==> config.mk <==
export PLATFORM = sky130hd
export DESIGN_NAME = kfe_ram
export DESIGN_NICKNAME = d
export VERILOG_FILES = /design/src/design/kfe_ram.sv
export SDC_FILE = /design/constraint.sdc
export NUM_CORES = 1
export LEC_CHECK = 0
export BUFFER_PORTS_ARGS = -buffer_cell sky130_fd_sc_hd__buf_4
export CAP_MARGIN = 15
export CORE_ASPECT_RATIO = 1.5
export CORE_MARGIN = 3
export CORE_UTILIZATION = 65
export CTS_BUF_LIST = sky130_fd_sc_hd__clkbuf_16
export DETAILED_ROUTE_END_ITERATION = 8
export PLACE_DENSITY = 0.8
export SLEW_MARGIN = 5
export SYNTH_ARGS = -nofsm -noshare
export SYNTH_HDL_FRONTEND = slang
export SYNTH_SLANG_ARGS = --single-unit
export TNS_END_PERCENT = 20
==> constraint.sdc <==
create_clock -name clk -period 11.95 [get_ports clk]
set_input_delay 2.39 -clock clk [delete_from_list [all_inputs] [get_ports clk]]
set_output_delay 2.39 -clock clk [all_outputs]
set_load 0.01 [all_outputs]
==> src/design/kfe_ram.sv <==
`timescale 1ns / 1ps

module kfe_ram #(
  parameter int WIDTH = 32,
  parameter int DEPTH = 16
) (
  input  logic                     clk,
  input  logic                     we,
  input  logic [$clog2(DEPTH)-1:0] waddr,
  input  logic [WIDTH-1:0]         wdata,
  input  logic [$clog2(DEPTH)-1:0] raddr,
  output logic [WIDTH-1:0]         rdata
);

  logic [WIDTH-1:0] mem [DEPTH];

  always_ff @(posedge clk) begin
    if (we) begin
      mem[waddr] <= wdata;
    end
    rdata <= mem[raddr];
  end

endmodule

== Word-level counts from Yosys, hierarchy flattened ==
Memory sizes are Yosys's and may differ from the RTL's. A register that Yosys moved wholly into a read port is not among the register bits.
Cells that the tools add are included.

* Output and inout port bits: 32
* Word-level logic and storage cells: 3
* Memory bits (writable): 512
* Memories: 1
* Register bits after elaboration: 0
* Bits of input ports: 42

* Mux-type cells: 2

{| class="wikitable"
|+ Memory list
! memory !! depth !! bits a word !! read ports !! clocked after memory_dff !! wr ports !! line !! text
|-
| mem || 16 || 32 || 1 || 1 || 1 || 15 || <nowiki>logic [WIDTH-1:0] mem [DEPTH];</nowiki>
|}

{| class="wikitable"
|+ Operator list
! cell !! number
|-
| $mux W1 || 2
|}

== Depth between registers and ports, before layout ==
* Depth after elaboration: 2
* Mapped depth: 5
* Depth with buffers taken out: 3

== Least setup slack after synthesis ==
No wires, ideal clock.

* Path kind: in2reg
* Start: input waddr[2]
* End: memory mem[0][0], enable pin
* Path slack: 6380 ps
* Data required time: 11489 ps
* Arrival time: 5108 ps
* Stages: 2
* Path buffers: 0
* Path through: or3b_2 nor3_1

{| class="wikitable"
|+ RTL lines
! what !! line !! text
|-
| from (decl) || 9 || <nowiki>input logic [$clog2(DEPTH)-1:0] waddr,</nowiki>
|-
| to (decl) || 15 ||
|}

No word-level cell before the write port.

==> run_results.csv <==
group,metric,value,unit
place,placed_cell_count,1285,
routing,drt-initial-drc-count,1090,
clocking,cts_max_level,2,
critical_path,worst_ep_required_time,12390,ps
critical_path,timing.critical_path.arrival,5060,ps
routing,wire_per_inst,32.10,µm
critical_path,rr_startpoint,"mem[13][3]",
global_routing,pin_count_of_the_biggest_net_entering_global_routing,85,
min_path,whs_endpoint,"rdata[23]",
floorplan,die_width,148.7,µm
power,intPower,3065,µW
routing,drt_wl_total,44040,µm
timing,fin_crit_sh,0.3866,
layout,count_of_nets_after_finishing,981,
critical_path,criticalPathCategory,"input pin to register",
power,switching_power,773.4,µW
timing,max_slew_margin,0.3265,
synth,synth_compound_gate_area_share,0.02420,
synth,post_synth_mux_area_share,0.1452,
routing,drtPass1Iterations,5,
critical_path,worst_r2r_endpoint,"rdata[3]",
clocking,cts-resized-gates,0,
timing,final-setup-viol-count,0,
power,powerDensity,170.6,mW/mm²
power,combPwrFrac,0.051,
critical_path,r2r.worst_path.cells,3,
synth,ys_seq_area_frac,0.8067,
layout,finalInstanceArea,0.02249,mm²
clocking,postCtsHoldBufs,0,
synth,syn-cell-area,0.01985,mm²
routing,antenna_violating_nets_post_route,0,
timing,finalHoldWorstSlack,665.9,ps
timing,report.final.hold_viol_count,0,
floorplan,die-area,0.03272,mm²
timing,finalWorstPathRequiredPeriod,4620,ps
power,swShare,0.2015,
place,placed_cell_area,0.02096,mm²
critical_path,startpoint_type,"input pin",
critical_path,endpoint_kind,"register",
routing,total_via_count_after_detailed_routing,9304,
clocking,cts_tree,"yes",
critical_path,critical_path.max_fanout,82,
routing,wl_met2,23090,µm
clocking,cts.repair_timing.setup_buffer_count,0,
clocking,clkTransAtPathRegs,70,ps
clocking,clock_tree_root,"clkbuf_16",
min_path,hold_path_class,"register to register",
layout,area.growth.synth_to_final,13.30,%
timing,final.setup_skew,14.80,ps
floorplan,die_height,220.1,µm
routing,m1WireLength,14950,µm
synth,syn_nets,880,
synth,syn_inst_count,838,
clocking,clock_insertion_delay_worst_skew,560,ps
place,gpl.final_weighted_congestion,0.7180,
clocking,numCtsBuffers,46,
synth,synth_fa_ha_area_frac,0,
global_routing,grt_overflow_total,0,
floorplan,start_util,0.6669,
layout,final-instance-count-excl-fill,1372,
floorplan,fp.coreArea,0.02977,mm²
clocking,max-clock-path-buffers,3,
power,cellLeakagePower,0.007291,µW
timing,slew_viol_final,0,
min_path,hold_depth,3,
power,clkPwrFrac,0.389,
global_routing,global_route_wire_length_before_repair,65470,µm
synth,ys_warn_count,0,
timing,timing_worst_slew_pin_value,1010,ps
min_path,timing.hold.worst.start,"mem[14][23]",
layout,insertedDiodeCount,0,
synth,flops_latches_synth,544,
routing,detail_route.vias_per_cell,6.781,
synth,main_combinational_cell_family_by_area_after_synthesis,"multiplexers",
floorplan,ios,74,
critical_path,setup.reg_to_reg.worst_slack,10540,ps
place,detailed_place_hpwl,19610,µm
routing,top_layer,"met5",
global_routing,globalRouteTotalUtil,0.2812,
synth,synthXorXnorAreaFrac,0,
run,drv_cap,0,
outcome,run_status,"finished, final reports clean",
synth,synthSimpleGateAreaFrac,0.01273,
timing,setup_tns,0,ps
global_routing,antenna_found_initial,1,
timing,fmax,216.5,MHz
power,sequentialPowerShare,0.560,
clocking,cts_num_sinks,544,
power,vdd_ir_drop_max,129.8,µV
global_routing,via_count_of_the_first_global_routing_pass,10115,
floorplan,placement_rows,77,
layout,layout-drive-gt1-share,0.3153,
synth,netlist-cell-type-count,18,
routing,dr_wl_met3,4010,µm
timing,unrepaired_setup_endpoints_after_global_routing,"no",
routing,post-route-drc-count,0,
place,port_buffers,73,
synth,synthesis.area_per_instance,23.69,µm²
-- how the worst max path moves through the flow --
stage | startpoint | endpoint | slack [ps] | depth (start not counted)
final | raddr[0] | rdata[22] | 7330 | 5
after CTS | raddr[0] | rdata[22] | 7260 | 5
after detailed placement | raddr[0] | rdata[21] | 6760 | 5
after global routing | raddr[0] | rdata[31] | 7010 | 5
after global placement | raddr[0] | rdata[21] | 6860 | 5
after floorplan | waddr[2] | mem[0][0] | 6380 | 2
-- area by class of cell --
cell class	instances	area (µm²)
flip-flops and latches	544	16020
fillers	1478	7276
multi-input cells	251	3734
clock buffers	49	1226
repair buffers	96	739.5
well taps	395	494.2
clock inverters	37	285.3
-- metrics by stage --
stage / total power [µW] / setup WS, ps / utilization
global route: 3942 / 7013 / 0.7556
global placement: 2369 / 6859 / 0.7042
finish: 3838 / 7330 / 0.7556
floorplan: 2292 / 6380 / -
detailed placement: 2383 / 6758 / 0.7042
CTS: 3854 / 7261 / 0.7549
-- sequential cells by signal, indices dropped and copies added, names as in the netlist --
signal	count
mem	512
rdata	32
-- logic make-up (layout without fill, tap and decap cells) --
| logic type | count (synthesis) | count (layout) |
|---|---|---|
| flip-flops | 544 | 544 |
| multiplexers | 128 | 128 |
| AO/OA/AOI/OAI | 64 | 64 |
| buffers and inverters | 43 | 182 |
| AND/OR/NAND/NOR | 59 | 59 |
-- cell usage in the layout, fill, tap and decap left out --
| master | instances |
|---|---|
| nand3b_1 | 2 |
| a22oi_1 | 64 |
| nor2_4 | 12 |
| bufinv_16 | 5 |
| nor3_2 | 4 |
| nor2b_2 | 2 |
| clkbuf_16 | 49 |
| clkinv_2 | 9 |
| edfxtp_1 | 512 |
| inv_1 | 13 |
| nor2_2 | 1 |
| clkinvlp_4 | 1 |
| buf_4 | 94 |
| or3b_2 | 1 |
| dfxtp_1 | 32 |
| nand2_1 | 33 |
| clkinv_1 | 9 |
| nand2b_1 | 2 |
| mux4_2 | 128 |
| buf_12 | 1 |
| nand3_1 | 1 |
| and2_1 | 1 |
| clkbuf_8 | 1 |
-- Yosys cell counts --
library cell / n / share of area
or3b_2: 1 / 0.00044
a22oi_1: 64 / 0.024
edfxtp_1: 512 / 0.77
buf_1: 9 / 0.0017
buf_4: 11 / 0.0042
and2_1: 1 / 0.00032
clkbuf_1: 17 / 0.0032
nand3_1: 1 / 0.00025
nor3_1: 4 / 0.0010
nand2b_1: 2 / 0.00063
dfxtp_1: 32 / 0.032
buf_2: 4 / 0.0010
nand3b_1: 2 / 0.00076
nor2b_1: 2 / 0.00063
nor2_1: 13 / 0.0025
mux4_2: 128 / 0.15
buf_6: 2 / 0.0011
nand2_1: 33 / 0.0062
-- power groups by stage --
stage          sequential (µW)  clock, µW  combinational [µW]
4_1_cts                   2150       1510                 198
2_1_floorplan             2190          0                 102
3_5_place_dp              2190          0                 194
6_report                  2150       1490                 197
3_3_place_gp              2180          0                 185
5_1_grt                   2150       1580                 210
-- metal layers --
layer,global-route usage,vias to the layer above
met3,0.05596,134
met5,0,-
met4,0.1285,2
li1,-,3761
met1,0.3698,4815
met2,0.4641,592
-- worst max-delay path, cell delays in order --
cell      delay, ps
clkbuf_8        730
buf_4           880
mux4_2          620
a22oi_1         240
nand2_1          80
Note: power is estimated with default switching activity, not from simulation.
