<file path="config.mk">
export PLATFORM = sky130hd
export DESIGN_NAME = kfe_div
export DESIGN_NICKNAME = d
export VERILOG_FILES = /design/src/design/kfe_pkg.sv /design/src/design/kfe_div.sv
export SDC_FILE = /design/constraint.sdc
export NUM_CORES = 1
export LEC_CHECK = 0
export BUFFER_PORTS_ARGS = -buffer_cell sky130_fd_sc_hd__buf_2
export CAP_MARGIN = 5
export CORE_ASPECT_RATIO = 1.1
export CORE_MARGIN = 10
export CORE_UTILIZATION = 45
export DETAILED_ROUTE_END_ITERATION = 6
export GPL_ROUTABILITY_DRIVEN = 0
export GPL_TIMING_DRIVEN = 0
export PLACE_DENSITY = 0.68
export REMOVE_ABC_BUFFERS = 1
export SYNTH_ARGS = -nofsm -noshare
export SYNTH_HDL_FRONTEND = slang
export SYNTH_SLANG_ARGS = --single-unit
</file>
<file path="constraint.sdc">
create_clock -name clk -period 10.45 [get_ports clk]
set_input_delay 0.5225 -clock clk [delete_from_list [all_inputs] [get_ports clk]]
set_output_delay 0.5225 -clock clk [all_outputs]
set_load 0.05 [all_outputs]
</file>
<file path="src/design/kfe_pkg.sv">
`timescale 1ns / 1ps

package kfe_pkg;

  // Table size and derived widths.
  localparam int MAX_KEYS  = 16;
  localparam int KEY_IDX_W = $clog2(MAX_KEYS);
  localparam int COUNT_W   = $clog2(MAX_KEYS + 1);

  // Working width for times, spans and wrapped times.
  localparam int WIDE_W = 36;

  // Sequential multiplier: 4-bit digits of the multiplier operand per cycle.
  localparam int MUL_A_W      = 52;
  localparam int MUL_B_W      = 36;
  localparam int MUL_P_W      = 88;
  localparam int MUL_DIGIT_W  = 4;
  localparam int MUL_DIGITS   = MUL_B_W / MUL_DIGIT_W;
  localparam int MUL_CNT_W    = $clog2(MUL_DIGITS);

  // Restoring divider: one quotient bit per cycle.
  localparam int DIV_W     = 34;
  localparam int REM_W     = 35;
  localparam int DIV_CNT_W = 6;
  localparam int T_BITS    = 16;
  localparam int T_W       = 17;

  localparam logic [T_W-1:0] T_ONE    = 17'd65536;
  localparam logic [15:0]    SCALE_ONE = 16'd32768;

  localparam logic signed [MUL_P_W-1:0] HALF_Q16 = 88'sd32768;
  localparam logic signed [MUL_P_W-1:0] HALF_Q31 = 88'sd1073741824;

  localparam logic CMD_WRITE = 1'b0;
  localparam logic CMD_EVAL  = 1'b1;

  typedef enum logic [1:0] {
    WRAP_CLAMP = 2'd0,
    WRAP_LOOP  = 2'd1,
    WRAP_PING  = 2'd2,
    WRAP_RSVD  = 2'd3
  } kfe_wrap_t;

  typedef enum logic [1:0] {
    INTERP_STEP    = 2'd0,
    INTERP_LINEAR  = 2'd1,
    INTERP_HERMITE = 2'd2,
    INTERP_RSVD    = 2'd3
  } kfe_interp_t;

  typedef enum logic [1:0] {
    REG_WRAP_MODE   = 2'd0,
    REG_INTERP_MODE = 2'd1,
    REG_KEY_COUNT   = 2'd2,
    REG_NONE        = 2'd3
  } kfe_reg_t;

  typedef enum logic [4:0] {
    ST_IDLE,
    ST_RD0,
    ST_RDL,
    ST_RDE,
    ST_WRAP,
    ST_MOD,
    ST_CMP,
    ST_SRD,
    ST_SCHK,
    ST_TDIV,
    ST_LIN,
    ST_T2,
    ST_T3,
    ST_P0,
    ST_M0,
    ST_P1,
    ST_M1,
    ST_S0,
    ST_S1,
    ST_S2,
    ST_S3,
    ST_FIN
  } kfe_state_t;

  typedef struct packed {
    logic signed [31:0] key_time;
    logic signed [31:0] key_value;
    logic signed [31:0] in_slope;
    logic signed [31:0] out_slope;
    logic [15:0]        in_scale;
    logic [15:0]        out_scale;
  } kfe_entry_t;

  function automatic logic signed [WIDE_W-1:0] ext36(input logic signed [31:0] v);
    ext36 = {{(WIDE_W-32){v[31]}}, v};
  endfunction

  function automatic logic signed [MUL_A_W-1:0] ext52(input logic signed [WIDE_W-1:0] v);
    ext52 = {{(MUL_A_W-WIDE_W){v[WIDE_W-1]}}, v};
  endfunction

  function automatic logic signed [MUL_B_W-1:0] weight(input logic [15:0] w);
    logic [15:0] ws;
    ws = (w > SCALE_ONE) ? SCALE_ONE : w;
    weight = {{(MUL_B_W-16){1'b0}}, ws};
  endfunction

  function automatic logic signed [31:0] sat32(input logic signed [MUL_P_W-1:0] v);
    if (v > 88'sd2147483647) begin
      sat32 = 32'sh7FFFFFFF;
    end else if (v < -88'sd2147483648) begin
      sat32 = 32'sh80000000;
    end else begin
      sat32 = v[31:0];
    end
  endfunction

endpackage

</file>
<file path="src/design/kfe_div.sv">
`timescale 1ns / 1ps

module kfe_div (
  input  logic                              clk,
  input  logic                              rst,
  input  logic                              start,
  input  logic [kfe_pkg::REM_W-1:0]         rem0,
  input  logic [kfe_pkg::DIV_W-1:0]         num,
  input  logic [kfe_pkg::DIV_W-1:0]         den,
  input  logic [kfe_pkg::DIV_CNT_W-1:0]     iter,
  output logic                              done,
  output logic [kfe_pkg::DIV_W-1:0]         quo,
  output logic [kfe_pkg::REM_W-1:0]         rem
);
  import kfe_pkg::*;

  // Restoring division; the numerator bits are shifted in from the top.
  logic                  busy;
  logic [DIV_CNT_W-1:0]  cnt;
  logic [DIV_W-1:0]      num_sh;
  logic [DIV_W-1:0]      den_r;
  logic [REM_W-1:0]      r2;
  logic                  ge;

  always_comb begin
    r2 = {rem[REM_W-2:0], num_sh[DIV_W-1]};
    ge = (r2 >= {1'b0, den_r});
  end

  always_ff @(posedge clk) begin
    if (rst) begin
      busy <= 1'b0;
      done <= 1'b0;
      cnt  <= '0;
    end else begin
      done <= 1'b0;
      if (start) begin
        busy   <= 1'b1;
        cnt    <= iter;
        rem    <= rem0;
        num_sh <= num;
        den_r  <= den;
        quo    <= '0;
      end else if (busy) begin
        rem    <= ge ? r2 - {1'b0, den_r} : r2;
        quo    <= {quo[DIV_W-2:0], ge};
        num_sh <= num_sh << 1;
        cnt    <= cnt - 1'b1;
        if (cnt == DIV_CNT_W'(1)) begin
          busy <= 1'b0;
          done <= 1'b1;
        end
      end
    end
  end

endmodule

</file>
Yosys cells after proc, flatten, opt, wreduce, memory -nomap -nowiden --
Index checks and enable logic that the tools add are counted.
Storage, ports and cells: flip-flop bits (word level) 145, output and inout bits 70
Cells by class: add/sub/neg operators 2, magnitude comparators 1, equal/unequal tests 1, muxes and demuxes 12, bitwise operators 2, reductions and logical operators 4
Operators by type and width (count):
- two-way mux 35 bit | 3
- two-way mux 34 bit | 3
- >= comparator 35 x 34 -> 1 bit | 1
- subtractor 35 x 34 -> 35 bit | 1
- two-way mux 6 bit | 2
- == test 6 x 1 -> 1 bit, second input constant | 1
- subtractor 6 x 1 -> 6 bit, second input constant | 1
- two-way mux 1 bit | 4
- AND reduction 2 bit | 2
- OR reduction 3 bit | 1
- NOT 1 bit | 2
- nonzero test 2 bit | 1

Logic depth before layout (Yosys ltp) --
word-level depth 4, depth in mapped cells 14, gate-level depth less buffers 13

Least setup slack after synthesis --
Ideal clock, no wire load.
kind input-to-reg, from in start, to reg num_sh[0], enable pin, arrival 5.720 ns, setup slack 4.165 ns, cell stages on the path 5, buffers on the path 3, cells stage by stage clkbuf_1 -> clkbuf_1 -> clkbuf_1 -> nor2_1 -> nor2_1
Between the ends: longest elaborated chain between the ends 2
Ends and longest elaborated chain:
- from (decl) | RTL line kfe_div.sv:6 | input logic start,
- nonzero test 2 bit (no source line)
- AND reduction 2 bit (no source line)
- to (signal assigned) | RTL line kfe_div.sv:41 | num_sh <= num;
- to (signal assigned) | RTL line kfe_div.sv:47 | num_sh <= num_sh << 1;
- to (decl) | RTL line kfe_div.sv:20 | logic [DIV_W-1:0] num_sh;
No other way between the ends. A chain may end at the register's enable or synchronous reset.

Final worst setup path --
from reg rem[26] (netlist name), to reg rem[3] (netlist name) (data pin)
Between the ends: longest elaborated chain between the ends 4
Ends and longest elaborated chain:
- from (decl) | RTL line kfe_div.sv:13 | output logic [kfe_pkg::REM_W-1:0] rem
- from (signal assigned) | RTL line kfe_div.sv:40 | rem <= rem0;
- from (signal assigned) | RTL line kfe_div.sv:45 | rem <= ge ? r2 - {1'b0, den_r} : r2;
- >= comparator 35 x 34 -> 1 bit | RTL line kfe_div.sv:27 | ge = (r2 >= {1'b0, den_r});
- two-way mux 35 bit | RTL line kfe_div.sv:45
- two-way mux 35 bit | RTL line kfe_div.sv:44 | end else if (busy) begin
- two-way mux 35 bit | RTL line kfe_div.sv:37 | if (start) begin
No other way between the ends. The select of a mux whose other input is x is not followed.

==> impl_results.md <==
* Status: completed
* Post-Synth Adder-Cell Area at 5.90%
* Post-Syn Area at approximately 8000 um2
* CP arrival at approximately 4 ns
* Power per Cell Area at roughly 190 nW/um2
* Synthesis-to-layout area growth at 23.2%
* Post-synthesis average cell area at 12.4 um2
* Min Tclk post-route at 3.74 ns
* Multi-input logic area at 3430 um2
* Max Clock Skew at 0.00824 ns
* Min-Delay Path Class: input port to register
* FF+latch count, synth at 145
* Final hold vios at 0
* Total wire length at ~19000 um
* Top cell type by total area after synthesis: edfxtp_1
* Per-cell routed wire length at 17.4 um
* Final antenna-violating net count at 0
* Worst path required time at roughly 11 ns
* DIE AREA at 23500 um2
* DRT iter0 DRCs at ~230
* Simple-gate share of the synthesized area at 10.1%
* Fmax achieved at 267 MHz
* First-pass GRT wire length at approximately 30000 um
* TritonRoute pass-1 iters at 4
* Row count at roughly 50
* Fillers at roughly 1600
* Clock root cell: clkbuf_16
* Share of cells above drive strength 1 at 35.9%
* Critical Path, Cell by Cell: ha_1, and3_1, and3_1, nand2_1, nor3_1, a2111oi_0, o221a_4, mux2_2, mux2_2
* CP peak stage delay at 0.79 ns
* Worst Max-Slew Pin Slew at 0.742 ns
* Most congested layer reported by global routing: met2
* Post-synth top area share at 51.6%
* M2 GR Usage at between 20 and 30%
* Post-synthesis mux area share at 12.0%
* Post-DP HPWL at 13800 um
* Initial Util at roughly 45%
* Mapped Cells at 642
* Bufs on Longest Clock Path at 2
* Number of synthesized flops with an enable pin at between 100 and 150
* Vias at 5499
* Slowest-stage cell, CP: o221a_4
* Core Util, Final at 56.0%
* Worst Setup Start Kind: register
* Kind of critical path: register to register
* Fin worst setup slack at 6.71 ns
* Remaining global-route overflow at 0
* Vias per inst at 5.12
* PostCTS Resize Cnt at 0
* Largest net degree at the start of global routing at 111
* Met3 GRT Util at under 10%
* Port Buffers at 181
* Synth Area in XOR/XNOR at approximately 3.7%
* Clock insertion delay at the later pin of the skew report at 0.41 ns
* Worst Path Max Fanout at slightly above 40
* Top post-synthesis cells by area: edfxtp_1, mux2_2, ha_1
* Kind of end point of the critical path: register
* Placed insts at 1040
* CTS tree: built
* Die width at about 150 um
* Sum of negative setup slack at 0 ns
* Max-Cap Viols at 0
* FF/Latch Area at between 4000 and 5000 um2
* Final worst-path cycle share at 35.8%
* Synth Area in Compound Gates at 11.0%
* Total GRT Usage at 15.9%
* Layout net count at 970
* Yosys cell types at 56
* Clock sink count at 145
* Clk pin slew, worst setup/hold paths at about 0.060 ns
* Yosys warns at 0
* Die Y at 160 um
* Max_slew headroom at 50.5%
* Core area at 17500 um2
* H-tree Lvls at 4
* Slew Limit Fails at 0
* Setup-failing EPs final at 0
* Setup bufs post-CTS at 0
* Sequential element share of the synthesized area at 53.6%
* RSZ-0062 raised after global routing: no
* Met1 Use GR at between 10% and 20%
* Setup WS pre-CTS at 6.68 ns
* Vias in the first global route at 5833
* Io pins at 182
* VDD IR max at approximately 120 uV
* DRC violations left at 0
* Static Leak at 4.16 nW
* Number of hold buffers added after CTS at 0
* Final Instance Count excl. Fillers at 1074
* Async SR Flop Fraction at 0%
* Main combinational cell family by area after synthesis: multiplexers
* Initial antenna violation count at 5
* Total CTS buffers at 17
* Ys flop type: edfxtp_1
==> final timing paths <==
path / cells after the start / startpoint / slack [ns] / end
setup / recovery: 9 / rem[26] / 6.71 / rem[3]
hold / removal: 1 / den[14] / 0.28 / den_r[14]
setup reg to reg: 9 / rem[26] / 6.71 / rem[3]
hold reg to reg: 1 / num_sh[18] / 0.55 / num_sh[19]
==> placed cells by master (no fill, tap or decap), types with 7 or more instances in the layout <==
cell type and n:
a21o_1 24, a21oi_1 36, and3_1 8, buf_2 180
clkbuf_16 17, dfxtp_1 8, edfxtp_1 137, ha_1 36
inv_1 43, mux2_2 56, mux2_4 18, nand2_1 29
nand3_1 8, nor2_1 31, nor2b_1 39, o21ai_0 18
o21bai_1 7, xnor2_1 22, xor2_1 12
==> metal layers <==
layer  vias to the layer above  share of wire (%)
li1                       2731                  -
met1                      2599                 43
met4                         6               0.90
met2                       147                 47
met5                         -               0.25
met3                        16                9.5
==> metrics by stage <==
| stage | power (W) | cell area (um2) | hold slack (ns) |
|---|---|---|---|
| finish | 0.00183 | 9830 | 0.280 |
| global route | 0.00192 | 9820 | 0.261 |
| CTS | 0.00184 | 9820 | 0.264 |
| detailed placement | 0.00122 | 9230 | 0.534 |
| global placement | 0.00121 | 9060 | 0.530 |
| floorplan | 0.00110 | 7850 | 0.525 |
==> worst max-delay path, delay by kind of cell, from the launching register on <==
kind                     cells  cell delay, ns
AO/OA/AOI/OAI                2            1.31
multiplexers                 2            0.68
flip-flops                   1            0.44
adder cells (fa/ha/maj)      1            0.42
AND/OR/NAND/NOR              4            0.64
==> cell families after synthesis <==
logic type | count (synthesis)
adder cells (fa/ha/maj) | 37
AO/OA/AOI/OAI | 126
buffers and inverters | 70
flip-flops | 145
multiplexers | 80
XOR/XNOR | 34
AND/OR/NAND/NOR | 150
==> state kept, by name, summed over array words and instances, names as in the netlist <==
register / count
cnt: 6
quo: 34
rem: 35
den_r: 34
busy: 1
num_sh: 34
done: 1
==> cell usage after synthesis, types with 5 or more instances <==
cell and number:
a211oi_1 6, a21o_1 24, a21oi_1 36, a221o_1 5, a31oi_1 6, and3_1 8
and3b_1 6, clkbuf_1 21, dfxtp_1 8, edfxtp_1 137, ha_1 36, inv_1 43
mux2_2 56, mux2_4 18, mux2i_1 6, nand2_1 29, nand3_1 8, nor2_1 32
nor2b_1 40, nor4_1 5, nor4b_1 5, o21ai_0 18, o21bai_1 7, xnor2_1 22
xor2_1 12
==> report_power, final <==
part / leakage, nW / switching (W) / internal, W / total [W]
registers: 1.38 / 0.0000240 / 0.000695 / 0.000719
logic: 2.50 / 0.000275 / 0.000208 / 0.000484
clock network: 0.283 / 0.000246 / 0.000377 / 0.000624
==> final cells by class <==
class / instances / area share [%]
antenna: 2 / 0.0509
clock buffer: 20 / 4.44
clock inverter: 12 / 1.60
inverter: 43 / 1.64
multi-input combinational: 427 / 34.9
sequential: 145 / 43.5
tap: 238 / 3.03
timing repair buffer: 187 / 10.8
(Power assumes the default switching activity.)
