File: src/design/kfe_pkg.sv
`timescale 1ns / 1ps

package kfe_pkg;

  // Table size and derived widths.
  localparam int MAX_KEYS  = 16;
  localparam int KEY_IDX_W = $clog2(MAX_KEYS);
  localparam int COUNT_W   = $clog2(MAX_KEYS + 1);

  // Working width for times, spans and wrapped times.
  localparam int WIDE_W = 36;

  // Sequential multiplier: 4-bit digits of the multiplier operand per cycle.
  localparam int MUL_A_W      = 52;
  localparam int MUL_B_W      = 36;
  localparam int MUL_P_W      = 88;
  localparam int MUL_DIGIT_W  = 4;
  localparam int MUL_DIGITS   = MUL_B_W / MUL_DIGIT_W;
  localparam int MUL_CNT_W    = $clog2(MUL_DIGITS);

  // Restoring divider: one quotient bit per cycle.
  localparam int DIV_W     = 34;
  localparam int REM_W     = 35;
  localparam int DIV_CNT_W = 6;
  localparam int T_BITS    = 16;
  localparam int T_W       = 17;

  localparam logic [T_W-1:0] T_ONE    = 17'd65536;
  localparam logic [15:0]    SCALE_ONE = 16'd32768;

  localparam logic signed [MUL_P_W-1:0] HALF_Q16 = 88'sd32768;
  localparam logic signed [MUL_P_W-1:0] HALF_Q31 = 88'sd1073741824;

  localparam logic CMD_WRITE = 1'b0;
  localparam logic CMD_EVAL  = 1'b1;

  typedef enum logic [1:0] {
    WRAP_CLAMP = 2'd0,
    WRAP_LOOP  = 2'd1,
    WRAP_PING  = 2'd2,
    WRAP_RSVD  = 2'd3
  } kfe_wrap_t;

  typedef enum logic [1:0] {
    INTERP_STEP    = 2'd0,
    INTERP_LINEAR  = 2'd1,
    INTERP_HERMITE = 2'd2,
    INTERP_RSVD    = 2'd3
  } kfe_interp_t;

  typedef enum logic [1:0] {
    REG_WRAP_MODE   = 2'd0,
    REG_INTERP_MODE = 2'd1,
    REG_KEY_COUNT   = 2'd2,
    REG_NONE        = 2'd3
  } kfe_reg_t;

  typedef enum logic [4:0] {
    ST_IDLE,
    ST_RD0,
    ST_RDL,
    ST_RDE,
    ST_WRAP,
    ST_MOD,
    ST_CMP,
    ST_SRD,
    ST_SCHK,
    ST_TDIV,
    ST_LIN,
    ST_T2,
    ST_T3,
    ST_P0,
    ST_M0,
    ST_P1,
    ST_M1,
    ST_S0,
    ST_S1,
    ST_S2,
    ST_S3,
    ST_FIN
  } kfe_state_t;

  typedef struct packed {
    logic signed [31:0] key_time;
    logic signed [31:0] key_value;
    logic signed [31:0] in_slope;
    logic signed [31:0] out_slope;
    logic [15:0]        in_scale;
    logic [15:0]        out_scale;
  } kfe_entry_t;

  function automatic logic signed [WIDE_W-1:0] ext36(input logic signed [31:0] v);
    ext36 = {{(WIDE_W-32){v[31]}}, v};
  endfunction

  function automatic logic signed [MUL_A_W-1:0] ext52(input logic signed [WIDE_W-1:0] v);
    ext52 = {{(MUL_A_W-WIDE_W){v[WIDE_W-1]}}, v};
  endfunction

  function automatic logic signed [MUL_B_W-1:0] weight(input logic [15:0] w);
    logic [15:0] ws;
    ws = (w > SCALE_ONE) ? SCALE_ONE : w;
    weight = {{(MUL_B_W-16){1'b0}}, ws};
  endfunction

  function automatic logic signed [31:0] sat32(input logic signed [MUL_P_W-1:0] v);
    if (v > 88'sd2147483647) begin
      sat32 = 32'sh7FFFFFFF;
    end else if (v < -88'sd2147483648) begin
      sat32 = 32'sh80000000;
    end else begin
      sat32 = v[31:0];
    end
  endfunction

endpackage

File: src/design/kfe_mul.sv
`timescale 1ns / 1ps

module kfe_mul (
  input  logic                                 clk,
  input  logic                                 rst,
  input  logic                                 start,
  input  logic                                 clear,
  input  logic signed [kfe_pkg::MUL_A_W-1:0]   a,
  input  logic signed [kfe_pkg::MUL_B_W-1:0]   b,
  output logic                                 done,
  output logic signed [kfe_pkg::MUL_P_W-1:0]   acc
);
  import kfe_pkg::*;

  // Multiply-accumulate, one 4-bit digit of b per cycle, top digit signed.
  logic                          busy;
  logic [MUL_CNT_W-1:0]          cnt;
  logic signed [MUL_P_W-1:0]     a_sh;
  logic [MUL_B_W-1:0]            b_sh;
  logic                          last;
  logic signed [MUL_DIGIT_W:0]   digit;
  logic signed [MUL_P_W-1:0]     pp;

  always_comb begin
    last  = (cnt == MUL_CNT_W'(MUL_DIGITS - 1));
    digit = {last ? b_sh[MUL_DIGIT_W-1] : 1'b0, b_sh[MUL_DIGIT_W-1:0]};
    pp    = a_sh * digit;
  end

  always_ff @(posedge clk) begin
    if (rst) begin
      busy <= 1'b0;
      done <= 1'b0;
      cnt  <= '0;
    end else begin
      done <= 1'b0;
      if (start) begin
        busy <= 1'b1;
        cnt  <= '0;
        a_sh <= {{(MUL_P_W-MUL_A_W){a[MUL_A_W-1]}}, a};
        b_sh <= b;
        if (clear) begin
          acc <= '0;
        end
      end else if (busy) begin
        acc  <= acc + pp;
        a_sh <= a_sh <<< MUL_DIGIT_W;
        b_sh <= b_sh >> MUL_DIGIT_W;
        cnt  <= cnt + 1'b1;
        if (last) begin
          busy <= 1'b0;
          done <= 1'b1;
        end
      end
    end
  end

endmodule

File: config.mk
export PLATFORM = sky130hd
export DESIGN_NAME = kfe_mul
export DESIGN_NICKNAME = d
export VERILOG_FILES = /design/src/design/kfe_pkg.sv /design/src/design/kfe_mul.sv
export SDC_FILE = /design/constraint.sdc
export NUM_CORES = 1
export LEC_CHECK = 0
export BUFFER_PORTS_ARGS = -buffer_cell sky130_fd_sc_hd__buf_2
export CAP_MARGIN = 40
export CELL_PAD_IN_SITES_DETAIL_PLACEMENT = 0
export CELL_PAD_IN_SITES_GLOBAL_PLACEMENT = 1
export CORE_AREA = 2 2 244 246
export DETAILED_ROUTE_END_ITERATION = 16
export DIE_AREA = 0 0 246 248
export GPL_TIMING_DRIVEN = 1
export PLACE_DENSITY_LB_ADDON = 0.1
export RECOVER_POWER = 100
export SLEW_MARGIN = 20
export SYNTH_ARGS = -nofsm -noshare
export SYNTH_HDL_FRONTEND = slang
export SYNTH_SLANG_ARGS = --single-unit
File: constraint.sdc
create_clock -name clk -period 10 [get_ports clk]
set_clock_uncertainty 0.05 [all_clocks]
set_input_delay 2 -clock clk [delete_from_list [all_inputs] [get_ports clk]]
set_output_delay 2 -clock clk [all_outputs]
set_load 0.05 [all_outputs]
**Word-level counts from Yosys, hierarchy flattened**

Cells that the tools add are included.
W data, S select, Z words.

- Output and inout port bits: 89
- Bits in registers: 218
- Logic and storage cells: 30
- Bits of input ports: 92

- Reductions and logical operators: 5
- $mul: 1
- Equality and inequality tests: 2
- Bitwise gates (word level): 2
- Muxes and demuxes: 12
- $add $sub $neg: 2

Operators with widths:

| kind | count |
|---|---|
| $mux W88 | 5 |
| $add A88 B88 Y88 | 1 |
| $mul A88 B5 Y88 | 1 |
| $mux W36 | 2 |
| $mux W1 | 5 |
| $add A4 B1 Y4 const B | 1 |
| $eq A4 B4 Y1 const B | 1 |
| $reduce_and A3 Y1 | 1 |
| $reduce_or A3 Y1 | 1 |
| $ne A2 B1 Y1 const B | 1 |
| $not A1 Y1 | 2 |
| $reduce_and A2 Y1 | 1 |
| $reduce_bool A2 Y1 | 1 |
| $reduce_or A2 Y1 | 1 |

**Longest topological paths before layout**

Gate-level depths: netlist of the first run.

- Depth in word-level cells: 6
- Depth in mapped cells: 25
- Gate-level depth less buffers: 22

**Worst setup path after synthesis of the first run**

No wires, ideal clock.

- Path kind: input port to flip-flop
- Start: in start
- End: reg acc[0] (netlist name) (enable)
- Arrival: 8478 ps
- Path slack: 828 ps
- Cell stages on the path: 4
- Path buffers: 2
- Data required time: 9306 ps
- Path through: clkbuf_1 -> clkbuf_1 -> nor2b_1 -> nor3_1

- Cells in the longest elaborated chain, start to end: 2

RTL lines:

| element | RTL line | RTL |
|---|---|---|
| start: declaration | kfe_mul.sv:6 | `input logic start,` |
| $ne A2 B1 Y1 (no line) / $reduce_bool A2 Y1 (equally long branches) | n/a |  |
| $reduce_and A3 Y1 (no line) * | n/a |  |
| end signal: assignment | kfe_mul.sv:46 | `acc <= acc + pp;` |
| end: declaration | kfe_mul.sv:11 | `output logic signed [kfe_pkg::MUL_P_W-1:0] acc` |

Mark *: on every way between the ends. The rest lies on a longest branch, timed or not.
A chain may end at the register's enable or synchronous reset.

**Worst setup path after layout of the first run**

- Start: reg b_sh[3]
- End: reg acc[87] (netlist name), data pin

- Cells in the longest elaborated chain, start to end: 5

RTL lines:

| element | RTL line | RTL |
|---|---|---|
| start: declaration | kfe_mul.sv:19 | `logic [MUL_B_W-1:0] b_sh;` |
| start signal: assignment | kfe_mul.sv:48 | `b_sh <= b_sh >> MUL_DIGIT_W;` |
| $mux W1 | kfe_mul.sv:26 | `digit = {last ? b_sh[MUL_DIGIT_W-1] : 1'b0, b_sh[MUL_DIGIT_W-1:0]};` |
| $mul A88 B5 Y88 * | kfe_mul.sv:27 | `pp = a_sh * digit;` |
| $add A88 B88 Y88 * | kfe_mul.sv:46 |  |
| $mux W88 * | kfe_mul.sv:45 | `end else if (busy) begin` |
| $mux W88 * | kfe_mul.sv:37 | `if (start) begin` |

Mark *: on every way between the ends. The rest lies on a longest branch, timed or not. The select of a mux whose other input is x is not followed.

==> metrics.yaml, run 1 <==
final_layout:
  nNetsFinal: 3451
  drive_gt1_frac: 0.0892
  n_antenna_cell: 0
  syn2layout_area_growth_pct: 9.86
  nFillCells: 5717
placement:
  globalplace.congestion: 0.847
  portBuffers: 180
  dp.final_hpwl_mm: 50.2
global_route:
  grt_first_pass_wirelength_mm: 108
  grt_max_degree: 92
  antenna_found_initial: 1
  grt_pass1_vias: 20400
  grtUsageTotal: 0.222
  overflow: 0
synthesis:
  yosysSeqAreaShare: 0.249
  ys_async_sr_fraction: 0
  yosysTopAreaCellShare: 0.260
  syn_inst: 2719
  ys_types: 70
  synth_nets: 3325
  ys.flop_type: "edfxtp_1"
  yosysTopAreaCell: "fa_1"
  synth_common_cells: "546 x inv_1, 338 x fa_1, 335 x and2_1, 213 x nor2_1, 212 x edfxtp_1"
  synth_area_um2: 26100
  synth-warning-count: 0
  synth_area_leaders: "fa_1 26%, edfxtp_1 24%, ha_1 8.4%"
  yosysMostFrequentCell: "inv_1"
  synth_edf_count: 212
  synth_seq_cells: 218
  synth_area_per_cell_um2: 9.59
hold_path:
  hold_end: "b_sh[8]"
  hold_depth: 1
  hp-start: "b_sh[12]"
  hold_path_class: "reg2reg"
detailed_routing:
  remaining_drc_errors: 0
  vias_per_cell: 5.18
  postRouteWirelength_mm: 65.4
  vias: 18900
  ant_nets: 0
  wl_per_cell_um: 18.0
  dr.pass1.iters: 5
  drtIter0Drc: 777
clocking:
  post_cts_buffers: 0
  cts.sinks: 218
  clockBufferDepth: 3
  clockRootBuffer: "clkbuf_16"
  cts_tree: "built"
  cts_max_level: 1
  hold_buffers: 0
  cts_buffers: 31
  clk_pin_slew_ns: 0.06
  cts_resized: 0
  clock_latency_ns: 0.62
run_status:
  outcome: "finished with violations"
  violations: "capacitance limit, slew limit"
sta:
  hold_violations: 0
  final.setup.tns_ns: 0
  post-route-period-util: 0.825
  setup_viol: 0
  rsz0062_at_grt: "no"
  fin_crit_ns: 8.25
  tightest_slew_ns: 4.82
  slew_headroom: -2.22
  max_freq_mhz: 121
  slew_viol_final: 247
critical_path:
  path_common_cell: "fa_1"
  cp_top_family: "compound AO/OA/AOI/OAI gates"
  cp.arrival_ns: 8.56
  cp_slowest_stage_delay_ns: 1.16
  critPathLaunchType: "flip-flop"
  end_kind: "flip-flop"
  crit_type: "reg2reg"
  cp_data_required_time_ns: 10.31
  crit_path_cell_trace: "clkbuf_1 -> buf_16 -> nand4b_1 -> buf_12 -> or2_2 -> fa_1 -> fa_1 -> fa_1 -> fa_1 -> fa_1 -> nand2b_1 -> a21oi_1 -> o21ai_0 -> o221ai_1 -> o311ai_2 -> nand4_1 -> a21oi_2 -> nor3_1 -> or3_1 -> a21oi_1"
  critical_path_buf_inv_count: 3
  r2r_start: "b_sh[3]"
  critPathSlowestCell: "clkbuf_1"
  crit_fanout: 64
  rrSetupSlack_ns: 1.75
  reg2reg_depth: 20
  r2r_end: "acc[87]"
die:
  rows: 89
  die_w_um: 246
  core_um2: 58500
  io_pins: 181
  die_h_um: 248
  dieArea_um2: 61000
  initial_core_util: 0.446
flow_run:
  drv_cap: 5
[flip-flops by register name, indices dropped and copies added, names as in the netlist]
signal  cells
acc        88
cnt         4
a_sh       88
b_sh       36
busy        1
done        1
[cell families (layout without fill, tap and decap cells)]
kind of cell	after synthesis	count (layout)	synth area share
muxes	84	84	0.0362
and+or+nand+nor	811	811	0.163
xor gates and xnor gates	84	84	0.0282
buffers and inverters	653	804	0.0948
DFF	218	218	0.249
AOI/OAI and AO/OA	355	355	0.0852
adders and majority gates	514	514	0.344
[stage by stage]
stage                      util  std cells  setup slack, ns  hold slack, ns  cell area (um^2)
after global placement    0.473       3581             2.82           0.478             27700
after detailed placement  0.475       3584             3.01           0.484             27800
after global routing      0.490       3643             1.29           0.514             28600
after floorplan               -       2719            0.828           0.471             26100
final                     0.490       3643             1.75           0.497             28600
after CTS                 0.492       3642             2.96           0.500             28800
[worst max-delay path by stage]
stage | startpoint | to | cells past startpoint
floorplan | start | acc[0] | 4
global placement | b_sh[3] | acc[44] | 20
detailed placement | b_sh[3] | acc[44] | 21
CTS | b_sh[3] | acc[87] | 20
global route | start | acc[1] | 6
finish | b_sh[3] | acc[87] | 20
[metal layers]
| layer | GRT usage | share of wire | vias up |
|---|---|---|---|
| met5 | 0 | 0 | - |
| met4 | 0.0592 | 0.026 | 0 |
| met3 | 0.0265 | 0.037 | 87 |
| met2 | 0.383 | 0.49 | 329 |
| met1 | 0.295 | 0.44 | 9535 |
| li1 | - | - | 8928 |
[cell usage in the layout, fill, tap and decap left out, types with 8 or more instances in the layout]
cell type,n
o21a_1,15
nor3_1,23
fa_1,338
nor2b_1,16
xnor2_1,48
buf_2,90
ha_1,176
a21oi_1,105
nor4_1,8
buf_4,10
xor2_1,36
nand2b_1,15
clkbuf_16,31
and2_1,329
a21o_1,39
nand3_1,19
inv_1,546
o21ai_0,98
edfxtp_1,212
nor2_1,212
a211oi_1,15
nand2_1,112
clkbuf_1,99
nand4_1,31
o21bai_1,13
a31oi_1,9
a21boi_0,8
mux2_2,80
[area by class of cell]
class                      instances  area (um^2)  share of cell area
multi-input combinational       1848        17100               0.598
sequential                       218         6490               0.226
inverter                         546         2050              0.0715
timing repair buffer             200          990              0.0346
tap                              773          967              0.0338
clock buffer                      35          791              0.0276
clock inverter                    23          238             0.00830
Power of run 1 is left out: the tool's default activity adds up to more than one toggle a clock period on the data nets, which glitch-free logic cannot reach.
==> inputs of run 2 (changes only) <==
- clock period: 10 -> 8.2 ns (I/O delays scaled with it)
==> run 2 against run 1 <==
  * The flow still finishes with violations (capacitance limit, slew limit)
  * Sequential share of layout area fell by 0.072 points
  * Sequential cell count is the same
  * Register-to-register slack worse by 0.94 ns
  * Design area is 0.32% higher
  * First-iteration DRC count up 24%
  * Worst setup slack worse by 0.94 ns
  * Non-clock buffer count rose by 4
  * Fmax up 12%
  * Worst hold slack about the same
  * Die area unchanged
==> metrics.yaml, run 2 (synthesis results as in run 1) <==
clocking:
  clockBufferDepth: 3
  cts_max_level: 1
  clock_latency_ns: 0.60
  cts_buffers: 31
  cts_tree: "built"
  post_cts_buffers: 0
  clk_pin_slew_ns: 0.06
  cts_resized: 0
  hold_buffers: 0
  cts.sinks: 218
  clockRootBuffer: "clkbuf_16"
critical_path:
  end_kind: "flip-flop"
  critPathSlowestCell: "clkbuf_1"
  critical_path_buf_inv_count: 5
  cp_data_required_time_ns: 8.48
  crit_type: "reg2reg"
  crit_path_cell_trace: "inv_1 -> ha_1 -> nand4b_1 -> clkbuf_1 -> buf_4 -> nor2_1 -> fa_1 -> inv_1 -> fa_1 -> fa_1 -> inv_1 -> ha_1 -> ha_1 -> nand3_1 -> or4_1 -> a21oi_1 -> o21ai_1 -> a211oi_1 -> or2_0 -> a21o_2 -> a21oi_1 -> mux2_1"
  cp.arrival_ns: 7.66
  critPathLaunchType: "flip-flop"
  cp_slowest_stage_delay_ns: 0.64
  crit_fanout: 15
  cp_top_family: "adder cells"
hold_path:
  hold_path_class: "reg2reg"
sta:
  fin_crit_ns: 7.38
  setup_viol: 0
  slew_headroom: -1.82
  slew_viol_final: 141
  final.setup.tns_ns: 0
  hold_violations: 0
  rsz0062_at_grt: "no"
  tightest_slew_ns: 4.24
  max_freq_mhz: 135
  post-route-period-util: 0.900
die:
  rows: 89
  io_pins: 181
  core_um2: 58500
  dieArea_um2: 61000
  initial_core_util: 0.446
  die_w_um: 246
  die_h_um: 248
placement:
  globalplace.congestion: 0.862
  portBuffers: 180
  dp.final_hpwl_mm: 51.1
  dpl_cell_area_um2: 27800
detailed_routing:
  dr.pass1.iters: 5
  vias: 19100
  remaining_drc_errors: 0
  wl_per_cell_um: 18.4
  drtIter0Drc: 964
  ant_nets: 0
  postRouteWirelength_mm: 66.9
  vias_per_cell: 5.23
global_route:
  grt_pass1_vias: 20600
  grt_max_degree: 88
  overflow: 0
  grtUsageTotal: 0.225
  grt_first_pass_wirelength_mm: 110
  antenna_found_initial: 1
final_layout:
  drive_gt1_frac: 0.0877
  nNetsFinal: 3455
  final_cell_area_um2: 28700
  reg_top3: "a_sh (88), acc (88), b_sh (36)"
  final_cell_mix: "546 x inv_1, 338 x fa_1, 329 x and2_1, 212 x nor2_1, 212 x edfxtp_1"
  final_common_cell: "inv_1"
  syn2layout_area_growth_pct: 10.2
run_status:
  violations: "capacitance limit, slew limit"
  outcome: "finished with violations"
flow_run:
  drv_cap: 3
[run 2: path summary, 6_finish.rpt]
path / start / end / slack [ns] / cells after the start
min reg2reg: b_sh[22] / b_sh[18] / 0.50 / 1
max: cnt[0] / acc[80] / 0.82 / 22
max reg2reg: cnt[0] / acc[80] / 0.82 / 22
min: b_sh[22] / b_sh[18] / 0.50 / 1
[run 2: cell type report]
class | count | area [um^2]
repair buffers | 204 | 1090
inverters | 546 | 2050
diodes | 1 | 2.50
multi-input cells | 1848 | 17100
clock inverters | 21 | 224
flip-flops and latches | 218 | 6490
clock buffers | 36 | 795
well taps | 773 | 967
fillers | 5604 | 29700
[run 2: through the flow]
stage	util	setup WS [ns]	hold WS, ns	std cells
floorplan	-	0.293	0.471	2719
global placement	0.474	0.963	0.478	3583
detailed placement	0.476	1.39	0.483	3588
CTS	0.494	1.29	0.498	3645
global route	0.491	0.518	0.509	3646
finish	0.492	0.818	0.497	3647
[run 2: metal layers]
layer | part of all wire | track usage
met5 | 0 | 0
met1 | 0.45 | 0.302
met4 | 0.025 | 0.0620
met3 | 0.033 | 0.0249
met2 | 0.49 | 0.387
Power of run 2 is left out for the same reason.
